<file path="src/design/mmac_pkg.sv">
// Shared types and constants for the matrix multiply-accumulate unit.
package mmac_pkg;

   localparam int CMD_W     = 2;
   localparam int IDX_W     = 6;
   localparam int DATA_W    = 32;
   localparam int DIM_W     = 4;
   localparam int CNT_W     = 3;
   localparam int CSR_IDX_W = 3;

   typedef enum logic [CMD_W-1:0] {
      CMD_LOAD_A  = 2'd0,
      CMD_LOAD_B  = 2'd1,
      CMD_LOAD_C  = 2'd2,
      CMD_COMPUTE = 2'd3
   } mmac_cmd_code_type;

   typedef enum logic [CSR_IDX_W-1:0] {
      CSR_A_TRANSPOSED = 3'd0,
      CSR_B_TRANSPOSED = 3'd1,
      CSR_ROWS_M       = 3'd2,
      CSR_COLS_N       = 3'd3,
      CSR_INNER_K      = 3'd4,
      CSR_ALPHA        = 3'd5,
      CSR_BETA         = 3'd6
   } mmac_csr_type;

   typedef struct packed {
      logic [CMD_W-1:0]         cmd;
      logic [IDX_W-1:0]         index;
      logic signed [DATA_W-1:0] value;
   } mmac_req_type;

   typedef struct packed {
      logic [IDX_W-1:0]         out_index;
      logic signed [DATA_W-1:0] out_value;
      logic                     last;
   } mmac_rsp_type;

   // Configuration as seen by the controller and datapath (dimensions already clamped).
   typedef struct packed {
      logic                     a_transposed;
      logic                     b_transposed;
      logic [DIM_W-1:0]         rows_m;
      logic [DIM_W-1:0]         cols_n;
      logic [DIM_W-1:0]         inner_k;
      logic signed [DATA_W-1:0] alpha;
      logic signed [DATA_W-1:0] beta;
   } mmac_cfg_type;

   typedef enum logic [3:0] {
      ST_IDLE,
      ST_MAC,
      ST_DRAIN,
      ST_SC_LO,
      ST_SC_MID,
      ST_SC_HI,
      ST_SC_BETA,
      ST_SETTLE,
      ST_EMIT
   } mmac_state_type;

   // Steps of the scaling multiplier: three slices of the dot product times alpha,
   // then the prior C element times beta.
   typedef enum logic [1:0] {
      SC_LO   = 2'd0,
      SC_MID  = 2'd1,
      SC_HI   = 2'd2,
      SC_BETA = 2'd3
   } mmac_step_type;

   typedef struct packed {
      logic               load;
      logic               clear;
      logic               issue_mac;
      logic               c_read;
      logic               sc_issue;
      mmac_step_type      step;
      logic               emit;
      logic               last;
      logic [CNT_W-1:0]   row;
      logic [CNT_W-1:0]   col;
      logic [CNT_W-1:0]   dot;
   } mmac_dp_cmd_type;

   typedef struct packed {
      logic mac_busy;
      logic out_free;
   } mmac_dp_status_type;

endpackage

</file>
<file path="src/design/mmac_ctrl.sv">
// Sequencer for the matrix multiply-accumulate unit: walks rows, columns and the dot product.
module mmac_ctrl (
   input  logic                         clock,
   input  logic                         reset,
   input  mmac_pkg::mmac_cfg_type       cfg,
   input  logic                         req_valid,
   input  logic [mmac_pkg::CMD_W-1:0]   req_cmd,
   output logic                         req_stall,
   input  mmac_pkg::mmac_dp_status_type status,
   output mmac_pkg::mmac_dp_cmd_type    cmd
);
   import mmac_pkg::*;

   mmac_state_type   state_ff, state_in;
   logic [CNT_W-1:0] row_ff, row_in;
   logic [CNT_W-1:0] col_ff, col_in;
   logic [CNT_W-1:0] dot_ff, dot_in;

   logic idle;
   logic start;
   logic k_zero;
   logic dot_last;
   logic row_last;
   logic col_last;
   logic elem_last;
   logic advance;

   assign idle      = (state_ff == ST_IDLE);
   assign req_stall = !idle;
   assign k_zero    = (cfg.inner_k == '0);
   assign start     = idle && req_valid && (req_cmd == CMD_COMPUTE) &&
                      (cfg.rows_m != '0) && (cfg.cols_n != '0);
   assign dot_last  = (DIM_W'(dot_ff) == cfg.inner_k - DIM_W'(1));
   assign row_last  = (DIM_W'(row_ff) == cfg.rows_m - DIM_W'(1));
   assign col_last  = (DIM_W'(col_ff) == cfg.cols_n - DIM_W'(1));
   assign elem_last = row_last && col_last;
   assign advance   = (state_ff == ST_EMIT) && status.out_free;

   always_comb begin : next_state
      state_in = state_ff;
      unique case (state_ff)
         ST_IDLE: begin
            if (start) state_in = k_zero ? ST_DRAIN : ST_MAC;
         end
         ST_MAC: begin
            if (dot_last) state_in = ST_DRAIN;
         end
         ST_DRAIN: begin
            if (!status.mac_busy) state_in = ST_SC_LO;
         end
         ST_SC_LO:   state_in = ST_SC_MID;
         ST_SC_MID:  state_in = ST_SC_HI;
         ST_SC_HI:   state_in = ST_SC_BETA;
         ST_SC_BETA: state_in = ST_SETTLE;
         ST_SETTLE:  state_in = ST_EMIT;
         ST_EMIT: begin
            if (status.out_free) begin
               if (elem_last) state_in = ST_IDLE;
               else state_in = k_zero ? ST_DRAIN : ST_MAC;
            end
         end
         default: state_in = ST_IDLE;
      endcase
   end

   always_comb begin : counters
      row_in = row_ff;
      col_in = col_ff;
      dot_in = dot_ff;
      if (start) begin
         row_in = '0;
         col_in = '0;
         dot_in = '0;
      end else if (state_ff == ST_MAC) begin
         dot_in = dot_last ? '0 : dot_ff + CNT_W'(1);
      end else if (advance && !elem_last) begin
         dot_in = '0;
         if (col_last) begin
            col_in = '0;
            row_in = row_ff + CNT_W'(1);
         end else begin
            col_in = col_ff + CNT_W'(1);
         end
      end
   end

   always_comb begin : outputs
      cmd           = '0;
      cmd.row       = row_ff;
      cmd.col       = col_ff;
      cmd.dot       = dot_ff;
      cmd.last      = elem_last;
      cmd.step      = SC_LO;
      cmd.load      = idle && req_valid && (req_cmd != CMD_COMPUTE);
      cmd.clear     = start || (advance && !elem_last);
      unique case (state_ff)
         ST_MAC:     cmd.issue_mac = 1'b1;
         ST_DRAIN:   cmd.c_read = 1'b1;
         ST_SC_LO: begin
            cmd.sc_issue = 1'b1;
            cmd.step     = SC_LO;
         end
         ST_SC_MID: begin
            cmd.sc_issue = 1'b1;
            cmd.step     = SC_MID;
         end
         ST_SC_HI: begin
            cmd.sc_issue = 1'b1;
            cmd.step     = SC_HI;
         end
         ST_SC_BETA: begin
            cmd.sc_issue = 1'b1;
            cmd.step     = SC_BETA;
         end
         ST_EMIT:    cmd.emit = status.out_free;
         default: ;
      endcase
   end

   always_ff @(posedge clock) begin
      if (reset) begin
         state_ff <= ST_IDLE;
         row_ff   <= '0;
         col_ff   <= '0;
         dot_ff   <= '0;
      end else begin
         state_ff <= state_in;
         row_ff   <= row_in;
         col_ff   <= col_in;
         dot_ff   <= dot_in;
      end
   end

endmodule

</file>
<file path="config.mk">
export PLATFORM = sky130hd
export DESIGN_NAME = mmac_ctrl
export DESIGN_NICKNAME = d
export VERILOG_FILES = /design/src/design/mmac_pkg.sv /design/src/design/mmac_ctrl.sv
export SDC_FILE = /design/constraint.sdc
export NUM_CORES = 1
export LEC_CHECK = 0
export BUFFER_PORTS_ARGS = -buffer_cell sky130_fd_sc_hd__buf_2
export CAP_MARGIN = 30
export CORE_MARGIN = 2
export CORE_UTILIZATION = 38
export CTS_BUF_LIST = sky130_fd_sc_hd__clkbuf_4 sky130_fd_sc_hd__clkbuf_8
export DETAILED_ROUTE_END_ITERATION = 7
export PLACE_DENSITY = 0.82
export SYNTH_ARGS = -nofsm -noshare
export SYNTH_HDL_FRONTEND = slang
export SYNTH_SLANG_ARGS = --single-unit
</file>
<file path="constraint.sdc">
create_clock -name clock -period 2.6 [get_ports clock]
set_clock_uncertainty 0.1 [all_clocks]
set_input_delay 0.52 -clock clock [delete_from_list [all_inputs] [get_ports clock]]
set_output_delay 0.52 -clock clock [all_outputs]
set_load 0.01 [all_outputs]
</file>
# Word-level counts from Yosys, hierarchy flattened

Cells that the tools add are included.

$add $sub $neg: 6
Equal/unequal tests: 17
Mux-type cells: 15
Bitwise logic cells: 1
Reductions and logical operators: 20

Operators by type and width:

| cell                                                | number |
|---|---|
| case mux 4 bit (9 select lines)                     | 1 |
| equality test 4 x 3 -> 1 bit, second input constant | 4 |
| two-way mux 4 bit                                   | 4 |
| equality test 3 x 4 -> 1 bit                        | 3 |
| two-way mux 3 bit                                   | 4 |
| case mux 3 bit (4 select lines)                     | 1 |
| subtractor 4 x 1 -> 4 bit, second input constant    | 3 |
| adder 3 x 1 -> 3 bit, second input constant         | 3 |
| equality test 4 x 2 -> 1 bit, second input constant | 2 |
| logical AND 1 bit                                   | 8 |
| logical NOT 4 bit                                   | 2 |
| != test 2 bit, second input constant                | 4 |
| nonzero test 4 bit                                  | 2 |
| equality test 4 x 1 -> 1 bit, second input constant | 1 |
| equality test 4 bit, second input constant          | 1 |
| two-way mux 2 bit                                   | 2 |
| AND reduction 4 bit                                 | 1 |
| two-way mux 1 bit                                   | 3 |
| AND reduction 3 bit                                 | 1 |
| equality test 2 bit, second input constant          | 1 |
| logical NOT 1 bit                                   | 2 |
| != test 2 x 1 -> 1 bit, second input constant       | 1 |
| AND reduction 2 bit                                 | 1 |
| nonzero test 2 bit                                  | 1 |
| other kinds (3)                                     | 3 |

Flip-flop bits (word level): 13
Input port bits: 85
Output and inout bits: 19
Logic and storage cells: 63

# Depth between registers and ports, before layout

Word-level depth: 7
Gate-level depth with buffers: 8

# Least setup slack after synthesis

Ideal clock, no wire load.

Path type: input to output
Start: in cfg[68] (netlist name)
End: out cmd[16] (netlist name)
Arrival: 1.662 ns
Required time: 1.980 ns
Path slack: 0.318 ns
Stages on the path: 7
Buffers on the path: 0
Cells stage by stage: inv_1 -> ha_1 -> xnor2_1 -> o31ai_1 -> o211ai_1 -> nor2_1 -> o21ai_0

RTL lines:

| element     | RTL line        | text |
|---|---|---|
| from (decl) | mmac_ctrl.sv:5  | `input mmac_pkg::mmac_cfg_type cfg,` |
| to (decl)   | mmac_ctrl.sv:10 | `output mmac_pkg::mmac_dp_cmd_type cmd` |

==> metrics.cfg <==
[detailed_routing]
routed_wl_um=2627
drc_errors=0
ant_nets=0
vias=1149
dr.first_iter.drc_count=31
drtPass1Iterations=4
routed_via_density=5.344
wl_per_cell_um=12.22

[finish]
regArea_um2=260.3
multi_input_area_um2=770.7
finalInstanceArea_mm2=0.001386
antenna_cells=0
drive_gt1_frac=0.3043
final_cells=215
fillers=293
area_growth_pct=25.62
fin_nets=278
layout_commonest_cell=buf_2
layout_common_cells=37 x buf_2, 14 x nand2_1, 13 x dfxtp_1

[die]
dieArea_mm2=0.003351
die_h_um=57.89
core_mm2=0.002758
die_width_um=57.89
start_util=0.4002
num_rows=19
boundaryPins=104

[timing]
setup_violations=0
fmax_mhz=394.0
slew_headroom=0.6870
post-route-period-util=0.9762
tightest_slew_ns=0.4646
whs_ns=0.3349
final_max_slew_viol_count=0
period_minus_slack_ns=2.538
finalHoldViolCount=0
final.setup.worst_slack_ns=0.06185

[place]
placed_area_mm2=0.001341
hpwlAfterDp_um=2080
place_congestion=0.7924
preCtsSetupSlack_ns=0.04524
dpl.cell_count=211
portBuffers=37

[run_status]
status=finished clean

[power_and_ir_drop]
powerDensity_mw_per_mm2=452.8
ir_drop_mv=0.2677
p_leak_nw=0.6773
netSwitchingFraction=0.3613
p_clk_frac=0.229
combPwrFrac=0.404
switching_power_mw=0.2268
sequentialPowerShare=0.367
internal-power_mw=0.4010

[cts]
clkLatencyLatePin_ns=0.29
clock-root-buffer=clkbuf_4
clkTransAtPathRegs_ns=0.09
cts_setup_buffers=0
clkSinkCount=13
cts_buffers=3
clock_path_buffers=2
h-tree-depth=1
cts_tree=yes

[worst_setup_path]
worst-r2r-cell-count=7
cp-start-kind=input port
required_ns=1.98
worst_ep_arrival_time_ns=1.92
crit_fanout=3
critPathCaptureType=output pin
crit_type=input port to output pin

[grt]
antenna_found_initial=0
grt.overflow.total=0
grt_pass1_vias=1035
grt_usage=0.1657
grt_max_degree=13
grt_pass1_wl_um=4333

[synthesis]
synth.distinct_cells=40
synth_top_area_frac=0.2358
netlist_area_mm2=0.001104
synth-seq-area-share=0.2358
syn_inst=143
synth_top_cell_by_area=dfxtp_1
yosys_register_bits=13
synth_nets=236
avgSynthCellArea_um2=7.717
synth_area_leaders=dfxtp_1 24%, ha_1 9.1%, xnor2_1 7.1%, nand2_1 4.8%, inv_1 3.7%
synth_warnings=0

[min_path]
hold_class=input port to flop
holdPathStages=2

[run]
cap_violations=0

-- through the flow --
| step | utilization | setup TNS [ns] | total power, mW |
|---|---|---|---|
| after global routing | 0.5027 | -0.02298 | 0.6755 |
| final | 0.5027 | 0 | 0.6278 |
| after detailed placement | 0.4864 | 0 | 0.4875 |
| after floorplan | - | 0 | 0.4088 |
| after global placement | 0.4864 | 0 | 0.4811 |
| after CTS | 0.4973 | 0 | 0.6349 |
-- per-layer routing --
| layer | vias up | GRT usage | share of wire |
|---|---|---|---|
| met3 | 5 | 0.03795 | 0.073 |
| met5 | - | 0 | 0 |
| met2 | 37 | 0.2614 | 0.44 |
| met1 | 506 | 0.2160 | 0.46 |
| li1 | 601 | - | - |
| met4 | 0 | 0.07309 | 0.019 |
-- power by group through the flow --
stage / logic, mW / registers, mW / clock network [mW]
CTS: 0.254 / 0.230 / 0.151
floorplan: 0.172 / 0.237 / 0
finish: 0.253 / 0.231 / 0.144
global route: 0.284 / 0.233 / 0.158
detailed placement: 0.253 / 0.235 / 0
global placement: 0.247 / 0.234 / 0
-- timing repair --
action,CTS,global route
hold buffers,0,0
resized for setup,0,2
pin swaps,1,0
endpoints found under the setup margin,1,2
-- final timing paths --
kind | startpoint | end | slack (ns)
max | cfg[73] | cmd[16] | 0.06
min | reset | state_ff[3]$_SDFFE_PP0P_ | 0.33
max reg2reg | state_ff[1]$_SDFFE_PP0P_ | col_ff[2]$_SDFFE_PP0P_ | 0.58
min reg2reg | col_ff[1]$_SDFFE_PP0P_ | col_ff[1]$_SDFFE_PP0P_ | 0.40
-- cell families (layout without fill, tap and decap cells) --
family | Yosys count | in the layout | synth area share
and+or+nand+nor | 58 | 58 | 0.2959
AOI/OAI and AO/OA | 31 | 31 | 0.1859
buffers and inverters | 19 | 60 | 0.07935
xor gates and xnor gates | 13 | 13 | 0.1032
DFF | 13 | 13 | 0.2358
adders and majority gates | 8 | 8 | 0.09071
muxes | 1 | 1 | 0.009071
-- critical path, stage by stage --
cell	delay, ns
buf_2	0.11
o21a_1	0.17
or3_1	0.37
a211o_1	0.34
nor2_1	0.14
o21ai_0	0.12
buf_2	0.15
-- synth_stat cells --
| library cell | n |
|---|---|
| nand2_1 | 14 |
| dfxtp_1 | 13 |
| inv_1 | 11 |
| xnor2_1 | 9 |
| a21oi_1 | 8 |
| ha_1 | 8 |
| nor2_1 | 7 |
| nor3_1 | 7 |
| nand3_1 | 6 |
| o21ai_0 | 5 |
| clkbuf_1 | 4 |
| nand4_1 | 4 |
| nor3b_1 | 4 |
| xor2_1 | 4 |
| o31ai_1 | 3 |
| or4_1 | 3 |
| a211o_1 | 2 |
| buf_4 | 2 |
| nor2b_1 | 2 |
| o21a_1 | 2 |
| o21ai_1 | 2 |
| o221ai_1 | 2 |
| o22ai_1 | 2 |
| or3_1 | 2 |
| or4_4 | 2 |
| a211oi_1 | 1 |
| and2_4 | 1 |
| buf_2 | 1 |
| buf_6 | 1 |
| mux2i_1 | 1 |
| nand2b_1 | 1 |
| nand3b_1 | 1 |
| nand4b_1 | 1 |
| o2111a_1 | 1 |
| o211a_1 | 1 |
| o211ai_1 | 1 |
| o32ai_1 | 1 |
| or2b_1 | 1 |
| or3b_2 | 1 |
| or4b_2 | 1 |
-- flip-flops by register name (all words and copies together), names as in the netlist --
| register | count |
|---|---|
| state_ff | 4 |
| col_ff | 3 |
| dot_ff | 3 |
| row_ff | 3 |
-- layout make-up --
cell class                 instances  share of cell area
sequential                        13              0.1877
timing repair buffer              45              0.1769
clock buffer                       4             0.02166
tap                               31             0.02798
multi-input combinational        111              0.5560
inverter                          11             0.02978
Power figures use the tool's default switching activity.
